## config.mk

```make
export PLATFORM = sky130hd
export DESIGN_NAME = midpoint_circle_rasterizer_unit
export DESIGN_NICKNAME = d
export VERILOG_FILES = /design/src/sv/mcr_pkg.sv /design/src/sv/mcr_queue.sv /design/src/sv/mcr_front.sv /design/src/sv/mcr_back.sv /design/src/sv/midpoint_circle_rasterizer_unit.sv
export VERILOG_INCLUDE_DIRS = /design/src /design/src/sv
export SDC_FILE = /design/constraint.sdc
export NUM_CORES = 1
export LEC_CHECK = 0
export BUFFER_PORTS_ARGS = -buffer_cell sky130_fd_sc_hd__buf_2
export CAP_MARGIN = 20
export CORE_MARGIN = 2
export CORE_UTILIZATION = 50
export DETAILED_ROUTE_END_ITERATION = 10
export GPL_TIMING_DRIVEN = 0
export PLACE_DENSITY = 0.64
export SETUP_SLACK_MARGIN = 0.4
export SYNTH_ARGS = -nofsm -noshare
export SYNTH_HDL_FRONTEND = slang
export SYNTH_HIERARCHICAL = 1
export SYNTH_SLANG_ARGS = --single-unit
```

## constraint.sdc

```tcl
create_clock -name clk -period 5 [get_ports clk]
set_clock_uncertainty 0.15 [all_clocks]
set_input_delay 0.25 -clock clk [delete_from_list [all_inputs] [get_ports clk]]
set_output_delay 0.25 -clock clk [all_outputs]
set_load 0.03 [all_outputs]
```

## src/sv/midpoint_circle_rasterizer_unit_macros.svh

```systemverilog
// ----------------------------------------------------------------------------
// midpoint circle rasterizer assertion macros
// shared helpers for clocked checks with synchronous active-low reset
// ----------------------------------------------------------------------------
`ifndef MIDPOINT_CIRCLE_RASTERIZER_UNIT_MACROS_SVH
`define MIDPOINT_CIRCLE_RASTERIZER_UNIT_MACROS_SVH

// same-cycle implication
`define MCR_ASSERT_IMP(label, clk, rst_n, ante, cons) \
  label: assert property (@(posedge clk) disable iff (!rst_n) (ante) |-> (cons)) \
    else $error("%m: implication check failed");

// next-cycle implication
`define MCR_ASSERT_NXT(label, clk, rst_n, ante, cons) \
  label: assert property (@(posedge clk) disable iff (!rst_n) (ante) |=> (cons)) \
    else $error("%m: next-cycle check failed");

`endif

```

## src/sv/mcr_pkg.sv

```systemverilog
// ----------------------------------------------------------------------------
// mcr_pkg
// widths, codes and the set descriptor shared by the circle rasterizer
// ----------------------------------------------------------------------------
package mcr_pkg;

  // field widths
  localparam int CoordW   = 11;
  localparam int RadiusW  = 10;
  localparam int OffXW    = 11;
  localparam int OffYW    = 12;
  localparam int DecW     = 16;
  localparam int PixW     = 12;
  localparam int InDataW  = 32;
  localparam int OutDataW = 24;

  // midpoint rule constants
  localparam int DecStart  = 3;
  localparam int DecStepE  = 6;
  localparam int DecStepSe = 10;

  // pixels per symmetric set
  localparam int SetPix  = 8;
  localparam int PixIdxW = $clog2(SetPix);

  // default depth of the set queue
  localparam int QueueDepthDef = 2;

  // input item kind
  typedef enum logic {
    KIND_START = 1'b0,
    KIND_STEP  = 1'b1
  } kind_t;

  // one symmetric set to be drawn
  typedef struct packed {
    logic [CoordW-1:0] cx;
    logic [CoordW-1:0] cy;
    logic [OffXW-1:0]  ox;
    logic [OffYW-1:0]  oy;
    logic              done;
  } set_t;

endpackage

```

## src/sv/mcr_queue.sv

```systemverilog
// ----------------------------------------------------------------------------
// mcr_queue
// short register queue of set descriptors between front and back
// ----------------------------------------------------------------------------
`include "midpoint_circle_rasterizer_unit_macros.svh"

module mcr_queue import mcr_pkg::*; #(
  parameter int Depth = QueueDepthDef
) (
  input  logic clk,
  input  logic rst_n,
  input  logic push,
  input  set_t push_set,
  output logic full,
  input  logic pop,
  output set_t head,
  output logic empty
);

  localparam int IdxW = $clog2(Depth);
  localparam int CntW = $clog2(Depth + 1);

  set_t            mem_r [Depth];
  logic [IdxW-1:0] wr_ptr_r, wr_ptr_nxt;
  logic [IdxW-1:0] rd_ptr_r, rd_ptr_nxt;
  logic [CntW-1:0] count_r, count_nxt;
  logic            wr, rd;
  logic            count_ok;

  assign full  = (count_r == CntW'(Depth));
  assign empty = (count_r == '0);
  assign wr    = push & ~full;
  assign rd    = pop & ~empty;
  assign head  = mem_r[rd_ptr_r];

  // pointer and fill count update
  always_comb begin
    wr_ptr_nxt = wr_ptr_r;
    rd_ptr_nxt = rd_ptr_r;
    count_nxt  = count_r;
    if (wr) begin
      wr_ptr_nxt = (wr_ptr_r == IdxW'(Depth - 1)) ? '0 : wr_ptr_r + 1'b1;
    end
    if (rd) begin
      rd_ptr_nxt = (rd_ptr_r == IdxW'(Depth - 1)) ? '0 : rd_ptr_r + 1'b1;
    end
    if (wr && !rd) begin
      count_nxt = count_r + 1'b1;
    end else if (rd && !wr) begin
      count_nxt = count_r - 1'b1;
    end
  end

  always_ff @(posedge clk) begin
    if (!rst_n) begin
      wr_ptr_r <= '0;
      rd_ptr_r <= '0;
      count_r  <= '0;
    end else begin
      wr_ptr_r <= wr_ptr_nxt;
      rd_ptr_r <= rd_ptr_nxt;
      count_r  <= count_nxt;
    end
  end

  // entry storage
  always_ff @(posedge clk) begin
    if (wr) begin
      mem_r[wr_ptr_r] <= push_set;
    end
  end

  assign count_ok = (count_r <= CntW'(Depth));

  `MCR_ASSERT_IMP(a_count_bound, clk, rst_n, 1'b1, count_ok)
  `MCR_ASSERT_NXT(a_count_up, clk, rst_n, wr && !rd, count_r == $past(count_r) + 1'b1)
  `MCR_ASSERT_NXT(a_count_down, clk, rst_n, rd && !wr, count_r == $past(count_r) - 1'b1)

endmodule

```

## src/sv/mcr_front.sv

```systemverilog
// ----------------------------------------------------------------------------
// mcr_front
// accepts items, runs the midpoint rule and queues one set per start or active step
// ----------------------------------------------------------------------------
`include "midpoint_circle_rasterizer_unit_macros.svh"

module mcr_front import mcr_pkg::*; (
  input  logic               clk,
  input  logic               rst_n,
  input  logic               in_valid,
  output logic               in_ready,
  input  kind_t              in_kind,
  input  logic [CoordW-1:0]  in_cx,
  input  logic [CoordW-1:0]  in_cy,
  input  logic [RadiusW-1:0] in_radius,
  input  logic               q_full,
  output logic               push,
  output set_t               push_set
);

  logic [CoordW-1:0] cx_r, cx_nxt;
  logic [CoordW-1:0] cy_r, cy_nxt;
  logic [OffXW-1:0]  ox_r, ox_nxt;
  logic [OffYW-1:0]  oy_r, oy_nxt;
  logic [DecW-1:0]   dec_r, dec_nxt;
  logic              active_r, active_nxt;
  logic              accept;
  logic              gen;
  logic              done;
  logic [OffXW-1:0]  ox_inc;
  logic [OffYW-1:0]  oy_dec;
  logic [DecW-1:0]   diff;
  logic              order_nxt;
  logic              order_ok;

  assign in_ready = ~q_full;
  assign accept   = in_valid & ~q_full;
  assign ox_inc   = ox_r + 1'b1;
  assign oy_dec   = oy_r - 1'b1;
  assign diff     = {{(DecW-OffXW){1'b0}}, ox_inc} - {{(DecW-OffYW){oy_dec[OffYW-1]}}, oy_dec};

  // offset_y >= offset_x on the candidate offsets, signed compare
  assign order_nxt = $signed({oy_nxt[OffYW-1], oy_nxt}) >= $signed({2'b00, ox_nxt});
  assign order_ok  = $signed({oy_r[OffYW-1], oy_r}) >= $signed({2'b00, ox_r});

  // start or midpoint step
  always_comb begin
    cx_nxt     = cx_r;
    cy_nxt     = cy_r;
    ox_nxt     = ox_r;
    oy_nxt     = oy_r;
    dec_nxt    = dec_r;
    active_nxt = active_r;
    gen        = 1'b0;
    done       = 1'b0;
    if (in_kind == KIND_START) begin
      cx_nxt     = in_cx;
      cy_nxt     = in_cy;
      ox_nxt     = '0;
      oy_nxt     = {{(OffYW-RadiusW){1'b0}}, in_radius};
      dec_nxt    = DecW'(DecStart) - {{(DecW-RadiusW-1){1'b0}}, in_radius, 1'b0};
      active_nxt = 1'b1;
      gen        = 1'b1;
    end else if (active_r) begin
      ox_nxt = ox_inc;
      if (dec_r[DecW-1]) begin
        dec_nxt = dec_r + {{(DecW-OffXW-2){1'b0}}, ox_inc, 2'b00} + DecW'(DecStepE);
      end else begin
        oy_nxt  = oy_dec;
        dec_nxt = dec_r + {diff[DecW-3:0], 2'b00} + DecW'(DecStepSe);
      end
      active_nxt = order_nxt;
      done       = ~order_nxt;
      gen        = 1'b1;
    end
  end

  assign push          = accept & gen;
  assign push_set.cx   = cx_nxt;
  assign push_set.cy   = cy_nxt;
  assign push_set.ox   = ox_nxt;
  assign push_set.oy   = oy_nxt;
  assign push_set.done = done;

  always_ff @(posedge clk) begin
    if (!rst_n) begin
      cx_r     <= '0;
      cy_r     <= '0;
      ox_r     <= '0;
      oy_r     <= '0;
      dec_r    <= '0;
      active_r <= 1'b0;
    end else if (accept) begin
      cx_r     <= cx_nxt;
      cy_r     <= cy_nxt;
      ox_r     <= ox_nxt;
      oy_r     <= oy_nxt;
      dec_r    <= dec_nxt;
      active_r <= active_nxt;
    end
  end

  `MCR_ASSERT_IMP(a_active_order, clk, rst_n, active_r, order_ok)
  `MCR_ASSERT_NXT(a_start_arms, clk, rst_n, accept && in_kind == KIND_START, active_r && ox_r == '0)
  `MCR_ASSERT_IMP(a_idle_step_drops, clk, rst_n, accept && in_kind == KIND_STEP && !active_r, !push)

endmodule

```

## src/sv/mcr_back.sv

```systemverilog
// ----------------------------------------------------------------------------
// mcr_back
// walks one queued set through its eight mirrored pixels into the output register
// ----------------------------------------------------------------------------
`include "midpoint_circle_rasterizer_unit_macros.svh"

module mcr_back import mcr_pkg::*; (
  input  logic            clk,
  input  logic            rst_n,
  input  logic            q_empty,
  input  set_t            head,
  output logic            pop,
  output logic            out_valid,
  input  logic            out_ready,
  output logic [PixW-1:0] out_px,
  output logic [PixW-1:0] out_py,
  output logic            out_last,
  output logic            out_done
);

  localparam logic [PixIdxW-1:0] LastIdx = PixIdxW'(SetPix - 1);

  set_t               cur_r;
  logic               busy_r, busy_nxt;
  logic [PixIdxW-1:0] idx_r, idx_nxt;
  logic               valid_r, valid_nxt;
  logic [PixW-1:0]    px_r, py_r;
  logic               last_r, done_r;
  logic               adv;
  logic [PixW-1:0]    cx12, cy12, ox12, a_sel, b_sel, px_nxt, py_nxt;

  // a pixel is produced when the output register is free or draining
  assign adv = busy_r & (~valid_r | out_ready);
  assign pop = ~q_empty & (~busy_r | (adv & (idx_r == LastIdx)));

  // mirrored pixel for the current index
  assign cx12   = {cur_r.cx[CoordW-1], cur_r.cx};
  assign cy12   = {cur_r.cy[CoordW-1], cur_r.cy};
  assign ox12   = {1'b0, cur_r.ox};
  assign a_sel  = idx_r[2] ? cur_r.oy : ox12;
  assign b_sel  = idx_r[2] ? ox12 : cur_r.oy;
  assign px_nxt = idx_r[0] ? cx12 - a_sel : cx12 + a_sel;
  assign py_nxt = idx_r[1] ? cy12 - b_sel : cy12 + b_sel;

  // sequencing
  always_comb begin
    busy_nxt  = busy_r;
    idx_nxt   = idx_r;
    valid_nxt = valid_r;
    if (pop) begin
      busy_nxt = 1'b1;
      idx_nxt  = '0;
    end else if (adv) begin
      idx_nxt = idx_r + 1'b1;
      if (idx_r == LastIdx) begin
        busy_nxt = 1'b0;
      end
    end
    if (adv) begin
      valid_nxt = 1'b1;
    end else if (out_ready) begin
      valid_nxt = 1'b0;
    end
  end

  always_ff @(posedge clk) begin
    if (!rst_n) begin
      busy_r  <= 1'b0;
      idx_r   <= '0;
      valid_r <= 1'b0;
    end else begin
      busy_r  <= busy_nxt;
      idx_r   <= idx_nxt;
      valid_r <= valid_nxt;
    end
  end

  // payload registers
  always_ff @(posedge clk) begin
    if (pop) begin
      cur_r <= head;
    end
    if (adv) begin
      px_r   <= px_nxt;
      py_r   <= py_nxt;
      last_r <= (idx_r == LastIdx);
      done_r <= cur_r.done;
    end
  end

  assign out_valid = valid_r;
  assign out_px    = px_r;
  assign out_py    = py_r;
  assign out_last  = last_r;
  assign out_done  = done_r;

  `MCR_ASSERT_NXT(a_pop_loads, clk, rst_n, pop, busy_r && idx_r == '0)
  `MCR_ASSERT_NXT(a_adv_shows, clk, rst_n, adv, valid_r)
  `MCR_ASSERT_NXT(a_idx_holds, clk, rst_n, busy_r && !adv && !pop, idx_r == $past(idx_r))

endmodule

```

## src/sv/midpoint_circle_rasterizer_unit.sv

```systemverilog
// ----------------------------------------------------------------------------
// midpoint_circle_rasterizer_unit
// midpoint circle rasterizer: start and step items in, mirrored pixels out
// ----------------------------------------------------------------------------
// in_*  : one item per handshake; in_tuser is the kind (0 start, 1 step),
//         in_tdata carries center and radius, used by start items only
// out_* : one pixel per handshake; out_tlast marks the eighth pixel of a set,
//         out_tuser marks every pixel of the circle's final set
// a start or an active step item yields eight pixels; a step with no circle
// in progress yields none
// the first pixel of an item passes the set queue, the sequencer's current-set register and the output register
// throughput: one pixel per cycle while sets are queued and out_tready is high,
// set by the single pixel sequencer feeding the output register
// the front takes a new item whenever the set queue has room, so it keeps
// running ahead of the pixel sequencer by up to QueueDepth sets
// reset clears the circle state, the queue and the output valid at once
// when the receiver stalls, the output holds, the sequencer waits and the
// queue fills; in_tready then drops until a set is taken
// ----------------------------------------------------------------------------
module midpoint_circle_rasterizer_unit import mcr_pkg::*; #(
  parameter int QueueDepth = QueueDepthDef
) (
  input  logic                clk,
  input  logic                rst_n,
  input  logic                in_tvalid,
  output logic                in_tready,
  input  logic [InDataW-1:0]  in_tdata,   // center_x[10:0], center_y[21:11], radius[31:22]
  input  logic                in_tuser,   // kind
  output logic                out_tvalid,
  input  logic                out_tready,
  output logic [OutDataW-1:0] out_tdata,  // pixel_x[11:0], pixel_y[23:12]
  output logic                out_tlast,
  output logic                out_tuser   // circle_done
);

  logic signed [CoordW-1:0] in_center_x;
  logic signed [CoordW-1:0] in_center_y;
  logic [RadiusW-1:0]       in_radius;
  logic signed [PixW-1:0]   out_pixel_x;
  logic signed [PixW-1:0]   out_pixel_y;
  logic                     q_push, q_full, q_pop, q_empty;
  set_t                     q_in, q_head;

  // unpack input fields
  assign in_center_x = in_tdata[CoordW-1:0];
  assign in_center_y = in_tdata[2*CoordW-1:CoordW];
  assign in_radius   = in_tdata[2*CoordW+RadiusW-1:2*CoordW];

  mcr_front u_front (
    .clk       (clk),
    .rst_n     (rst_n),
    .in_valid  (in_tvalid),
    .in_ready  (in_tready),
    .in_kind   (kind_t'(in_tuser)),
    .in_cx     (in_center_x),
    .in_cy     (in_center_y),
    .in_radius (in_radius),
    .q_full    (q_full),
    .push      (q_push),
    .push_set  (q_in)
  );

  mcr_queue #(
    .Depth (QueueDepth)
  ) u_queue (
    .clk      (clk),
    .rst_n    (rst_n),
    .push     (q_push),
    .push_set (q_in),
    .full     (q_full),
    .pop      (q_pop),
    .head     (q_head),
    .empty    (q_empty)
  );

  mcr_back u_back (
    .clk       (clk),
    .rst_n     (rst_n),
    .q_empty   (q_empty),
    .head      (q_head),
    .pop       (q_pop),
    .out_valid (out_tvalid),
    .out_ready (out_tready),
    .out_px    (out_pixel_x),
    .out_py    (out_pixel_y),
    .out_last  (out_tlast),
    .out_done  (out_tuser)
  );

  // pack output fields
  assign out_tdata = {out_pixel_y, out_pixel_x};

endmodule
```

## Word-level counts from Yosys, hierarchy flattened

Memory sizes are Yosys's and may differ from the RTL's. A register that Yosys moved wholly into a read port is not among the register bits.
Cells that the tools add are included.

- Add/subtract/negate cells: 17
- Bitwise logic cells: 15
- Reductions and logical operators: 12
- Magnitude comparators: 1
- Multiplexer cells: 31
- Equality and inequality tests: 3

Operators with widths:

| operator | count |
|---|---|
| 2-to-1 mux 12 bit | 7 |
| 2-to-1 mux 16 bit | 3 |
| 2-to-1 mux 11 bit | 4 |
| adder 12 bit | 2 |
| subtractor 12 bit | 2 |
| adder 16 x 13 -> 16 bit | 1 |
| adder 16 bit | 1 |
| adder 16 x 3 -> 16 bit, second input constant | 1 |
| adder 16 x 4 -> 16 bit, second input constant | 1 |
| 2-to-1 mux 1 bit | 15 |
| subtractor 12 x 12 -> 13 bit | 1 |
| greater-or-equal comparator 12 bit | 1 |
| subtractor 12 x 1 -> 12 bit, second input constant | 1 |
| subtractor 2 x 11 -> 12 bit, first input constant | 1 |
| adder 11 x 1 -> 11 bit, second input constant | 1 |
| nonzero test 2 bit | 4 |
| AND 1 bit | 7 |
| NOT 1 bit | 6 |
| 2-to-1 mux 2 bit | 2 |
| AND reduction 2 bit | 2 |
| adder 3 x 1 -> 3 bit, second input constant | 1 |
| == test 3 bit, second input constant | 1 |
| adder 1 bit, second input constant | 2 |
| adder 2 x 1 -> 2 bit, second input constant | 1 |
| other kinds (8) | 11 |

- Output and inout bits: 28
- Register bits after elaboration: 97
- Word-level logic and storage cells: 96
- RAM bits: 92
- Input bits: 37
- Memories: 1

Memory list:

| memory | depth | bits a word | read ports | clocked after memory_dff | write ports | line | source |
|---|---|---|---|---|---|---|---|
| u_queue.mem_r | 2 | 46 | 1 | 1 | 1 | mcr_queue.sv:23 | `set_t mem_r [Depth];` |

## Longest topological paths before layout

Gate-level depths: netlist (run 1).

- Word-level depth: 10
- Gate-level depth with buffers: 22
- Mapped depth without buffers: 22

## Modules after synthesis

The synthesis (run 1) kept the hierarchy.

By module, submodules not included:

| module | instances | seq. area each (um^2) | cells each | area an instance (um^2) |
|---|---|---|---|---|
| mcr_front | 1 | 1221.2 | 772 | 5836.8 |
| mcr_back | 1 | 2262.2 | 366 | 4347.9 |
| mcr_queue | 1 | 2862.7 | 168 | 3549.7 |

## Worst setup path before layout (run 1)

Ideal clock, no wire load.

- Path kind: reg-to-reg
- Start point: register u_back.idx_r[0]
- End point: register u_queue.count_r[1]
- Slack: 0.422 ns
- Clock period less this slack: 4.578 ns
- Data required time: 4.780 ns
- Buffers on the path: 0
- Arrival: 4.358 ns
- Setup time: 0.070 ns
- Stages on the path, launching flop included: 9
- Path through: dfxtp_1 ha_1 ha_1 nand2_1 a21oi_1 o21ai_1 ha_1 or3_1 a21boi_1

- Word-level cells in the longest chain between the ends: 8
- Elaborated cells on any way between the ends: 10
- Classes of those cells: eq/ne (1); mux (1); bitwise (4); reduce/logical (4)

RTL lines:

| item | line | source |
|---|---|---|
| start: declaration | mcr_back.sv:25 | `logic [PixIdxW-1:0] idx_r, idx_nxt;` |
| start signal: assignment | mcr_back.sv:73 | `idx_r <= idx_nxt;` |
| == test 3 bit * | mcr_back.sv:34 | `assign pop = ~q_empty & (~busy_r \| (adv & (idx_r == LastIdx)));` |
| AND 1 bit * | mcr_back.sv:34 |  |
| bitwise OR 1 bit * | mcr_back.sv:34 |  |
| AND 1 bit * | mcr_back.sv:34 |  |
| net q_pop | midpoint_circle_rasterizer_unit.sv:41 | `logic q_push, q_full, q_pop, q_empty;` |
| AND 1 bit * | mcr_queue.sv:33 | `assign rd = pop & ~empty;` |
| zero test 1 bit | mcr_queue.sv:47 | `if (wr && !rd) begin` |
| logical AND 1 bit | mcr_queue.sv:47 |  |
| 2-to-1 mux 2 bit or nonzero test 2 bit (tied branches) | - |  |
| end signal: assignment | mcr_queue.sv:62 | `count_r <= count_nxt;` |
| end: declaration | mcr_queue.sv:26 | `logic [CntW-1:0] count_r, count_nxt;` |

Mark *: on every way through the listed nets, which the timed path passes. The rest lies on a longest branch.
A chain may end at the register's enable or synchronous reset.

## Worst setup path after layout (run 1)

- Start point: register u_front.oy_r[0]
- End point: register u_front.dec_r[15]

- Word-level cells in the longest chain between the ends: 7

RTL lines:

| item | line | source |
|---|---|---|
| start: declaration | mcr_front.sv:24 | `logic [OffYW-1:0] oy_r, oy_nxt;` |
| start signal: assignment | mcr_front.sv:97 | `oy_r <= oy_nxt;` |
| subtractor 12 x 1 -> 12 bit | mcr_front.sv:39 | `assign oy_dec = oy_r - 1'b1;` |
| subtractor 12 x 12 -> 13 bit | mcr_front.sv:40 | `assign diff = {{(DecW-OffXW){1'b0}}, ox_inc} - {{(DecW-OffYW){oy_dec[OffYW-1]}}, oy_dec};` |
| adder 16 bit | mcr_front.sv:70 | `dec_nxt = dec_r + {diff[DecW-3:0], 2'b00} + DecW'(DecStepSe);` |
| adder 16 x 4 -> 16 bit | mcr_front.sv:70 |  |
| 2-to-1 mux 16 bit | mcr_front.sv:66 | `if (dec_r[DecW-1]) begin` |
| 2-to-1 mux 16 bit | mcr_front.sv:64 | `end else if (active_r) begin` |
| 2-to-1 mux 16 bit | mcr_front.sv:56 | `if (in_kind == KIND_START) begin` |
| end signal: assignment | mcr_front.sv:98 | `dec_r <= dec_nxt;` |
| end: declaration | mcr_front.sv:25 | `logic [DecW-1:0] dec_r, dec_nxt;` |

Every way passes these cells. The select of a mux whose other input is x is not followed.

==> results of run 1 <==
==> registers in the layout, summed over array words and instances, names as in the netlist, named ones only <==
signal	count
u_back/out_py	12
u_back/idx_r	3
u_front/dec_r	15
u_front/active_r	1
u_front/oy_r	12
u_queue/mem_r	92
u_back/out_px	12
u_back/out_last	1
u_queue/wr_ptr_r	1
u_front/cx_r	11
u_front/cy_r	11
u_queue/count_r	2
u_back/cur_r	46
u_front/ox_r	11
u_back/out_valid	1
u_back/out_done	1
u_queue/rd_ptr_r	1
u_back/busy_r	1
==> power by group through the flow <==
stage	combinational (mW)	sequential (mW)	clock [mW]
after global placement	3.91	3.14	0
after global routing	4.89	3.13	2.04
after CTS	4.20	3.08	1.96
final	4.41	3.09	1.92
after detailed placement	4.07	3.12	0
after floorplan	2.85	3.23	0
==> kinds of logic (layout without fill, tap and decap cells) <==
family | after synthesis | after routing | share of synthesized area
AND/OR/NAND/NOR | 372 | 372 | 0.127
multiplexers | 100 | 100 | 0.0794
adder cells (fa/ha/maj) | 109 | 109 | 0.102
buffers and inverters | 117 | 285 | 0.0353
XOR/XNOR | 112 | 112 | 0.0741
AO/OA/AOI/OAI | 261 | 261 | 0.120
flip-flops | 235 | 235 | 0.462
==> through the flow <==
step	cells	TNS (ns)
after floorplan	1306	0
after global placement	1710	-77.40
after detailed placement	1716	-0.243
after CTS	1798	0
after global routing	1815	0
final	1815	0
==> worst max-delay path, stage by stage, from the launching register on <==
cell,delay [ns]
dfxtp_4,0.37
or4_4,0.57
nor2_4,0.16
xnor2_2,0.09
ha_1,0.34
o211ai_1,0.10
a21oi_1,0.16
a211oi_2,0.05
buf_4,0.15
o21ai_4,0.21
nand3_2,0.11
nand2_4,0.09
xnor2_4,0.13
ha_4,0.23
ha_4,0.22
nand2_2,0.07
nor2_1,0.04
a211oi_1,0.17
nand3_1,0.19
a31oi_2,0.25
xnor3_1,0.25
o31a_1,0.25
==> metal layers <==
metal	up-vias	wire length, µm
met3	81	1800
met1	4951	15200
met4	0	1610
li1	5012	-
met5	-	0
met2	304	16700
==> what timing repair did <==
item,CTS,global route
endpoints found under the setup margin,6,9
endpoints found under the hold margin,71,0
setup buffers,8,16
resized for setup,24,61
hold buffers,26,0
pin swaps,6,33
==> final timing paths <==
| path | slack (ns) | from | endpoint |
|---|---|---|---|
| max | 0.51 | u_front/oy_r[0] | u_front/dec_r[15] |
| min | 0.06 | in_tdata[30] | u_front/dec_r[9] |
| max reg2reg | 0.51 | u_front/oy_r[0] | u_front/dec_r[15] |
| min reg2reg | 0.29 | u_back/cur_r[0] | u_back/out_done |
==> area by class of cell <==
type	count	area, µm²	share of cell area
flip-flops and latches	235	6360	0.388
repair buffers	120	917	0.0560
clock buffers	31	679	0.0415
plain buffers	53	254	0.0155
well taps	341	427	0.0261
multi-input cells	954	7300	0.446
inverters	64	243	0.0148
clock inverters	17	184	0.0112
==> cells in the final DEF, fill, tap and decap left out, types with 8 or more instances in the layout <==
master,synthesis,final
edfxtp_1,164,164
nand2_1,142,139
a21oi_1,107,102
ha_1,104,92
nor2_1,93,91
mux2_2,72,72
buf_2,6,66
dfxtp_1,71,66
inv_1,59,57
xnor2_1,56,49
xor2_1,52,46
o21ai_0,39,35
clkbuf_1,32,34
buf_4,6,32
mux2i_1,28,27
clkbuf_16,0,26
dlygate4sd3_1,0,26
nor3_1,27,26
nand3_1,21,19
nand2b_1,13,13
a31oi_1,15,13
o21a_1,12,12
a21o_1,12,12
o211ai_1,12,12
o21ai_1,7,9
nor2b_1,8,8
xnor2_2,2,8
or3_1,8,8
==> flow_summary.json, run 1 <==
{
  "synth_common_cells": "164 x edfxtp_1, 142 x nand2_1, 107 x a21oi_1, 104 x ha_1, 93 x nor2_1",
  "grtUsageMet1": 0.322,
  "path_class": "reg2reg",
  "die_h_um": 170,
  "reg2reg_depth": 21,
  "met2_usage": 0.414,
  "p_clk_frac": 0.204,
  "io_pins": 65,
  "synthCells": 1306,
  "tritoncts": "yes",
  "cts_max_level": 1,
  "fillCellCount": 2213,
  "drt_iter0_drc": 745,
  "antenna_found_initial": 0,
  "fin_util": 0.607,
  "hold_viol": 0,
  "grt_overflow": 0,
  "period_share": 0.898,
  "peakVddDrop_mv": 0.264,
  "synth_edf_count": 164,
  "power.density_nw_per_um2": 576,
  "use_met3": 0.0285,
  "hp-class": "in2reg",
  "synth_area_um2": 13700,
  "combPwrFrac": 0.468,
  "yosysTopAreaCell": "edfxtp_1",
  "required_ns": 5.26,
  "place_area_um2": 14600,
  "synth.net_count": 1452,
  "yosysMostFrequentCell": "edfxtp_1",
  "root_buffer": "clkbuf_16",
  "clk_latency_ns": 0.54,
  "holdWs_ns": 0.0606,
  "start_kind": "register",
  "dieWidth_um": 170,
  "rows": 60,
  "gpl.final_weighted_congestion": 0.876,
  "core-area_um2": 27000,
  "fin_area_um2": 16400,
  "switching_share": 0.385,
  "yosysTopAreaCellShare": 0.359,
  "yosysSeqAreaShare": 0.462,
  "dp_worst_setup_slack_ns": -0.243,
  "dieArea_um2": 28800,
  "post_drt_wl_per_cell_um": 19.4,
  "holdPathStages": 5,
  "vias_per_cell": 5.70,
  "yosys_register_bits": 235,
  "relSlewSlack": 0.311,
  "maxCapViolations": 0,
  "busiest_layer": "met2",
  "worst_slack_ns": 0.511,
  "cts_buffers": 26,
  "drive_gt1_frac": 0.208,
  "place.port_buffers": 63,
  "grt_setup_unrepaired": "true",
  "cp.arrival_ns": 4.75,
  "seqPwrFrac": 0.328,
  "synth_cell_type_count": 79,
  "power_mw": 9.42,
  "grt_usage": 0.247,
  "drc": 0,
  "cts_sinks": 235,
  "setup-violations-final": 0,
  "synthArstFlopShare": 0,
  "p_sw_mw": 3.63,
  "grt_max_degree": 37,
  "wl_um": 35300,
  "grt_pass1_wl_um": 55200,
  "clockBufferDepth": 3,
  "worstPathMaxFanout": 5,
  "nets": 1600,
  "finalCriticalPeriod_ns": 4.49,
  "vias": 10300,
  "detail-route-antenna-nets": 0,
  "slew_viol_final": 0,
  "grt_pass1_vias": 10300,
  "firstDrtPassIters": 5,
  "avgSynthCellArea_um2": 10.5,
  "clkSlewWorstSetupHoldPaths_ns": 0.06,
  "tightest_slew_ns": 1.03,
  "critPathCaptureType": "register",
  "n_antenna_cell": 0,
  "synth_area_leaders": "edfxtp_1 36%, dfxtp_1 10%, ha_1 9.5%, mux2_2 5.9%, a21oi_1 3.9%",
  "start_util": 0.510,
  "dpl.hpwl_um": 25500,
  "fmax_mhz": 223,
  "leakage_nw": 6.26,
  "areaGrowthSynthToFinish_pct": 19.2,
  "internal_power_mw": 5.79,
  "status": "complete, no violations",
  "yosysWarnings": 6,
  "synth_ff_type": "edfxtp_1"
}
No activity file was read; power rests on OpenSTA's default activity.
==> run 2, diff against run 1 <==
ABC_AREA = 1   (was default)
CELL_PAD_IN_SITES_DETAIL_PLACEMENT = 1   (was default)
CELL_PAD_IN_SITES_GLOBAL_PLACEMENT = 1   (was default)
CORE_UTILIZATION = 49   (was 50)
PLACE_DENSITY = 0.78   (was 0.64)
==> run 2 against run 1 <==
Wire length up 15%. Synthesized cell count up 16%. Power is 18% higher. Highest routed layer unchanged. Clock-buffer cell count unchanged. Final cell count grew 12%. Combinational power up 38%. Global-route usage rose by 2.5 points. Core utilization is 3.0 points lower. Critical path depth up 2. Critical endpoint is now u_front/dec_r[14].
==> flow_summary.json, run 2 <==
{
  "status": "complete, no violations",
  "wl_um": 40600,
  "grt_pass1_wl_um": 65000,
  "worst_slack_ns": 0.605,
  "critPathCaptureType": "register",
  "core-area_um2": 27900,
  "cp_cell_sequence": "inv_1 > ha_1 > nand3_1 > nor2_1 > nand2_1 > xor2_1 > ha_4 > nand2_1 > nor2_2 > o21ai_1 > o2111ai_2 > xnor2_2 > ha_1 > ha_2 > inv_1 > nor3_4 > nand4_1 > nand4_1 > a21oi_1 > o21ai_0 > nand2_1 > nand2_1 > a21oi_1",
  "yosysTopAreaCell": "edfxtp_1",
  "tritoncts": "yes",
  "hp-class": "in2reg",
  "post_drt_wl_per_cell_um": 19.9,
  "synth_cell_type_count": 51,
  "internal_power_mw": 6.17,
  "yosysWarnings": 6,
  "cpMostUsedCell": "nand2_1",
  "drive_gt1_frac": 0.164,
  "drc": 0,
  "cp.arrival_ns": 4.66,
  "switching_share": 0.444,
  "dp_worst_setup_slack_ns": -0.0326,
  "required_ns": 5.26,
  "start_util": 0.500,
  "start_kind": "register",
  "yosysMostFrequentCell": "nand2_1",
  "maxCapViolations": 0,
  "seqPwrFrac": 0.288,
  "relSlewSlack": 0.311,
  "yosysTopAreaCellShare": 0.353,
  "period_share": 0.879,
  "crit_family": "simple AND/OR/NAND/NOR gates",
  "grt_setup_unrepaired": "true",
  "synth.net_count": 1662,
  "gpl.final_weighted_congestion": 0.881,
  "rows": 61,
  "worstPathMaxFanout": 6,
  "r2r_slack_ns": 0.61,
  "grt_pass1_vias": 12200,
  "hold_viol": 0,
  "grt_max_degree": 37,
  "layout_commonest_cell": "nand2_1",
  "place_area_um2": 14800,
  "dieArea_um2": 29800,
  "synthArstFlopShare": 0,
  "firstDrtPassIters": 5,
  "synth_area_um2": 14000,
  "finalCriticalPeriod_ns": 4.39,
  "yosysSeqAreaShare": 0.455,
  "top_register": "u_queue/mem_r",
  "reg_top3": "u_queue/mem_r (92), u_back/cur_r (46), u_front/dec_r (15)",
  "crit_buf_inv": 2,
  "peakVddDrop_mv": 0.285,
  "setup-violations-final": 0,
  "synth_common_cells": "272 x nand2_1, 197 x inv_1, 164 x edfxtp_1, 139 x o21ai_0, 138 x a21oi_1",
  "detail-route-antenna-nets": 0,
  "antenna_found_initial": 0,
  "power.density_nw_per_um2": 687,
  "fin_area_um2": 16100,
  "vias_per_cell": 5.48,
  "cpMaxStageDelayCell": "ha_2",
  "clockBufferDepth": 3,
  "drt_iter0_drc": 703,
  "tightest_slew_ns": 1.03,
  "yosys_register_bits": 235,
  "areaGrowthSynthToFinish_pct": 15.6,
  "dieWidth_um": 173,
  "p_clk_frac": 0.164,
  "path_class": "reg2reg",
  "synth_edf_count": 164,
  "cts_max_level": 1,
  "synth_ff_type": "edfxtp_1",
  "die_h_um": 173,
  "cts_sinks": 235,
  "fmax_mhz": 228,
  "clkSlewWorstSetupHoldPaths_ns": 0.07,
  "slew_viol_final": 0,
  "holdWs_ns": 0.0517,
  "cts_buffers": 25,
  "leakage_nw": 6.94,
  "layout_common_cells": "272 x nand2_1, 193 x inv_1, 164 x edfxtp_1",
  "place.port_buffers": 63,
  "vias": 11200,
  "root_buffer": "clkbuf_16",
  "cpPeakStageDelay_ns": 0.39,
  "avgSynthCellArea_um2": 9.21,
  "synth_area_leaders": "edfxtp_1 35%, dfxtp_1 10%, ha_1 9.3%, nand2_1 7.3%, inv_1 5.3%",
  "io_pins": 65,
  "combPwrFrac": 0.549,
  "fillCellCount": 3278,
  "n_antenna_cell": 0,
  "nets": 1788,
  "largest_reg_flops": 92,
  "grt_usage": 0.272,
  "clk_latency_ns": 0.53,
  "grt_overflow": 0,
  "p_sw_mw": 4.92,
  "synthCells": 1516,
  "fin_util": 0.577,
  "dpl.hpwl_um": 30500
}
[run 2: path summary, 6_finish.rpt]
check | start | end | depth (start not counted)
setup / recovery | u_front/oy_r[0] | u_front/dec_r[14] | 23
hold / removal | in_tdata[23] | u_front/dec_r[5] | 5
setup reg to reg | u_front/oy_r[0] | u_front/dec_r[14] | 23
hold reg to reg | u_front/cy_r[1] | u_front/cy_r[1] | 2
[run 2: metal layers]
metal	vias up	GRT usage	wire length (µm)
li1	5376	-	-
met1	5466	0.319	16500
met5	-	0	0
met2	248	0.512	21300
met4	0	0.102	1400
met3	88	0.0284	1410
[run 2: power by group through the flow]
stage	registers (mW)	logic [mW]	clock network, mW
2_1_floorplan	3.36	4.11	0
3_3_place_gp	3.20	5.49	0
3_5_place_dp	3.22	5.80	0
4_1_cts	3.19	5.90	1.84
5_1_grt	3.24	6.83	1.91
6_report	3.19	6.08	1.82
[run 2: cells by family (layout without fill, tap and decap cells)]
family	count (synthesis)	after routing	share of synthesized area
buffers and inverters	247	392	0.0767
flip-flops	235	235	0.455
AND/OR/NAND/NOR	474	474	0.146
adder cells (fa/ha/maj)	109	109	0.100
XOR/XNOR	69	69	0.0438
multiplexers	46	46	0.0479
AO/OA/AOI/OAI	336	336	0.130
[run 2: worst min-delay path: stages]
cell and delay [ns]:
buf_2 0.09, nor3_1 0.06, nand2_1 0.08, a31oi_1 0.09
a21oi_1 0.12
[run 2: area by class of cell]
cell class,count,area (µm²),share of cell area
multi-input cells,1034,6730,0.417
flip-flops and latches,235,6360,0.394
inverters,206,773,0.0479
repair buffers,99,698,0.0433
clock buffers,31,668,0.0414
well taps,378,473,0.0293
plain buffers,41,297,0.0184
clock inverters,15,130,0.00807
[run 2: repair_timing]
action,CTS,global route
cloned,0,0
hold buffers,30,0
setup buffers,0,3
gates resized for setup,8,32
endpoints found under the hold margin,54,0
pin swaps,1,3
endpoints found under the setup margin,5,6
[run 2: stage by stage]
step | total power, mW | TNS (ns) | std cells
floorplan | 7.47 | 0 | 1516
global placement | 8.69 | -33.88 | 1957
detailed placement | 9.02 | -0.0326 | 1960
CTS | 10.9 | 0 | 2036
global route | 12.0 | 0 | 2039
finish | 11.1 | 0 | 2039
==> run 3, diff against run 2 <==
BUFFER_PORTS_ARGS = default   (was -buffer_cell sky130_fd_sc_hd__buf_2)
CORE_UTILIZATION = 50   (was 49)
CTS_CLUSTER_DIAMETER = 150   (was default)
DONT_BUFFER_PORTS = 1   (was default)
PLACE_DENSITY = 0.77   (was 0.78)
==> run 3 against run 2 <==
Worst hold slack got worse by 0.025 ns. Wire length rose by 0.28%. Maximum frequency is 0.53% higher. Clock power grew 9%. First-iteration DRC count is 17% lower. Core utilization grew 0.090 points. Via count is 1.3% lower.
==> flow_summary.json, run 3 (synthesis results as in run 2) <==
{
  "status": "complete, no violations",
  "leakage_nw": 6.79,
  "gpl.final_weighted_congestion": 0.885,
  "crit_family": "simple AND/OR/NAND/NOR gates",
  "power.density_nw_per_um2": 700,
  "p_sw_mw": 4.89,
  "setup-violations-final": 0,
  "fmax_mhz": 229,
  "top_register": "u_queue/mem_r",
  "fin_area_um2": 16000,
  "tightest_slew_ns": 0.969,
  "switching_share": 0.437,
  "relSlewSlack": 0.347,
  "start_kind": "register",
  "clkSlewWorstSetupHoldPaths_ns": 0.06,
  "vias_per_cell": 5.55,
  "cts_sinks": 235,
  "dp_worst_setup_slack_ns": 0.150,
  "finalSetupTns_ns": 0,
  "areaGrowthSynthToFinish_pct": 14.5,
  "grt_pass1_vias": 11700,
  "p_clk_frac": 0.177,
  "worst_slack_ns": 0.628,
  "wl_um": 40700,
  "dp.cells": 1897,
  "io_pins": 65,
  "drive_gt1_frac": 0.127,
  "clk_latency_ns": 0.54,
  "required_ns": 5.26,
  "cts_buffers": 26,
  "peakVddDrop_mv": 0.419,
  "seqPwrFrac": 0.305,
  "cpPeakStageDelay_ns": 0.42,
  "layout_commonest_cell": "nand2_1",
  "largest_reg_flops": 92,
  "fillCellCount": 3153,
  "die_h_um": 171,
  "grt_overflow": 0,
  "rows": 61,
  "holdWs_ns": 0.0270,
  "start_util": 0.505,
  "place_area_um2": 14500,
  "grt_max_degree": 37,
  "layout_common_cells": "270 x nand2_1, 194 x inv_1, 164 x edfxtp_1",
  "worstPathMaxFanout": 10,
  "dieWidth_um": 171,
  "place.port_buffers": 0,
  "combPwrFrac": 0.518,
  "path_class": "reg2reg",
  "drt_iter0_drc": 587,
  "grt_setup_unrepaired": "true",
  "maxCapViolations": 0,
  "fin_cells": 1990,
  "cpMaxStageDelayCell": "dfxtp_4",
  "cpMostUsedCell": "nand2_1",
  "hp-class": "in2reg",
  "clockBufferDepth": 3,
  "tritoncts": "yes",
  "cts_max_level": 1,
  "antenna_found_initial": 2,
  "nets": 1736,
  "internal_power_mw": 6.29,
  "vias": 11000,
  "power_mw": 11.2,
  "cp.arrival_ns": 4.63,
  "detail-route-antenna-nets": 0,
  "grt_usage": 0.282,
  "grt_pass1_wl_um": 63800,
  "critPathCaptureType": "register",
  "slew_viol_final": 0,
  "firstDrtPassIters": 5,
  "dpl.hpwl_um": 29700,
  "fin_util": 0.578,
  "hold_viol": 0,
  "reg_top3": "u_queue/mem_r (92), u_back/cur_r (46), u_front/dec_r (15)",
  "finalCriticalPeriod_ns": 4.37,
  "core-area_um2": 27600,
  "period_share": 0.874,
  "drc": 0,
  "root_buffer": "clkbuf_16",
  "post_drt_wl_per_cell_um": 20.5,
  "dieArea_um2": 29300,
  "crit_buf_inv": 3
}
run 3: cell type report:
class                   instances  area [µm²]  share of cell area
multi-input cells            1034        6700               0.419
flip-flops and latches        235        6350               0.398
inverters                     206         773              0.0484
clock buffers                  32         683              0.0428
repair buffers                 46         500              0.0313
well taps                     378         473              0.0296
plain buffers                  41         297              0.0186
clock inverters                16         195              0.0122
diodes                          2        5.00            0.000313
run 3: what timing repair did:
item | CTS | global route
hold buffers | 39 | 0
buffers inserted | 0 | 3
endpoints found under the setup margin | 4 | 6
pin swaps | 0 | 4
endpoints found under the hold margin | 95 | 0
gates resized for setup | 7 | 23
run 3: path summary, 6_finish.rpt:
check | start | end | slack [ns] | depth (start not counted)
max | u_front/ox_r[0] | u_front/dec_r[15] | 0.63 | 29
min | rst_n | u_front/cx_r[2] | 0.03 | 3
max reg2reg | u_front/ox_r[0] | u_front/dec_r[15] | 0.63 | 29
min reg2reg | u_front/cx_r[6] | u_front/cx_r[6] | 0.31 | 2
run 3: worst min-delay path, cell delays in order:
cell and delay [ns]:
clkbuf_1 0.22, o21ai_0 0.14, a21oi_1 0.06
run 3: power groups by stage:
| stage | registers, mW | logic (mW) | clock network, mW |
|---|---|---|---|
| 2_1_floorplan | 3.36 | 4.11 | 0 |
| 3_3_place_gp | 3.43 | 5.24 | 0 |
| 3_5_place_dp | 3.44 | 5.49 | 0 |
| 4_1_cts | 3.41 | 5.58 | 2.00 |
| 5_1_grt | 3.47 | 6.51 | 2.07 |
| 6_report | 3.41 | 5.79 | 1.98 |
run 3: layer usage:
metal	GRT usage	wire (µm)	vias up
met5	0	0	-
met4	0.114	1720	0
met3	0.0310	1420	91
met2	0.520	21000	273
met1	0.333	16600	5401
li1	-	-	5272
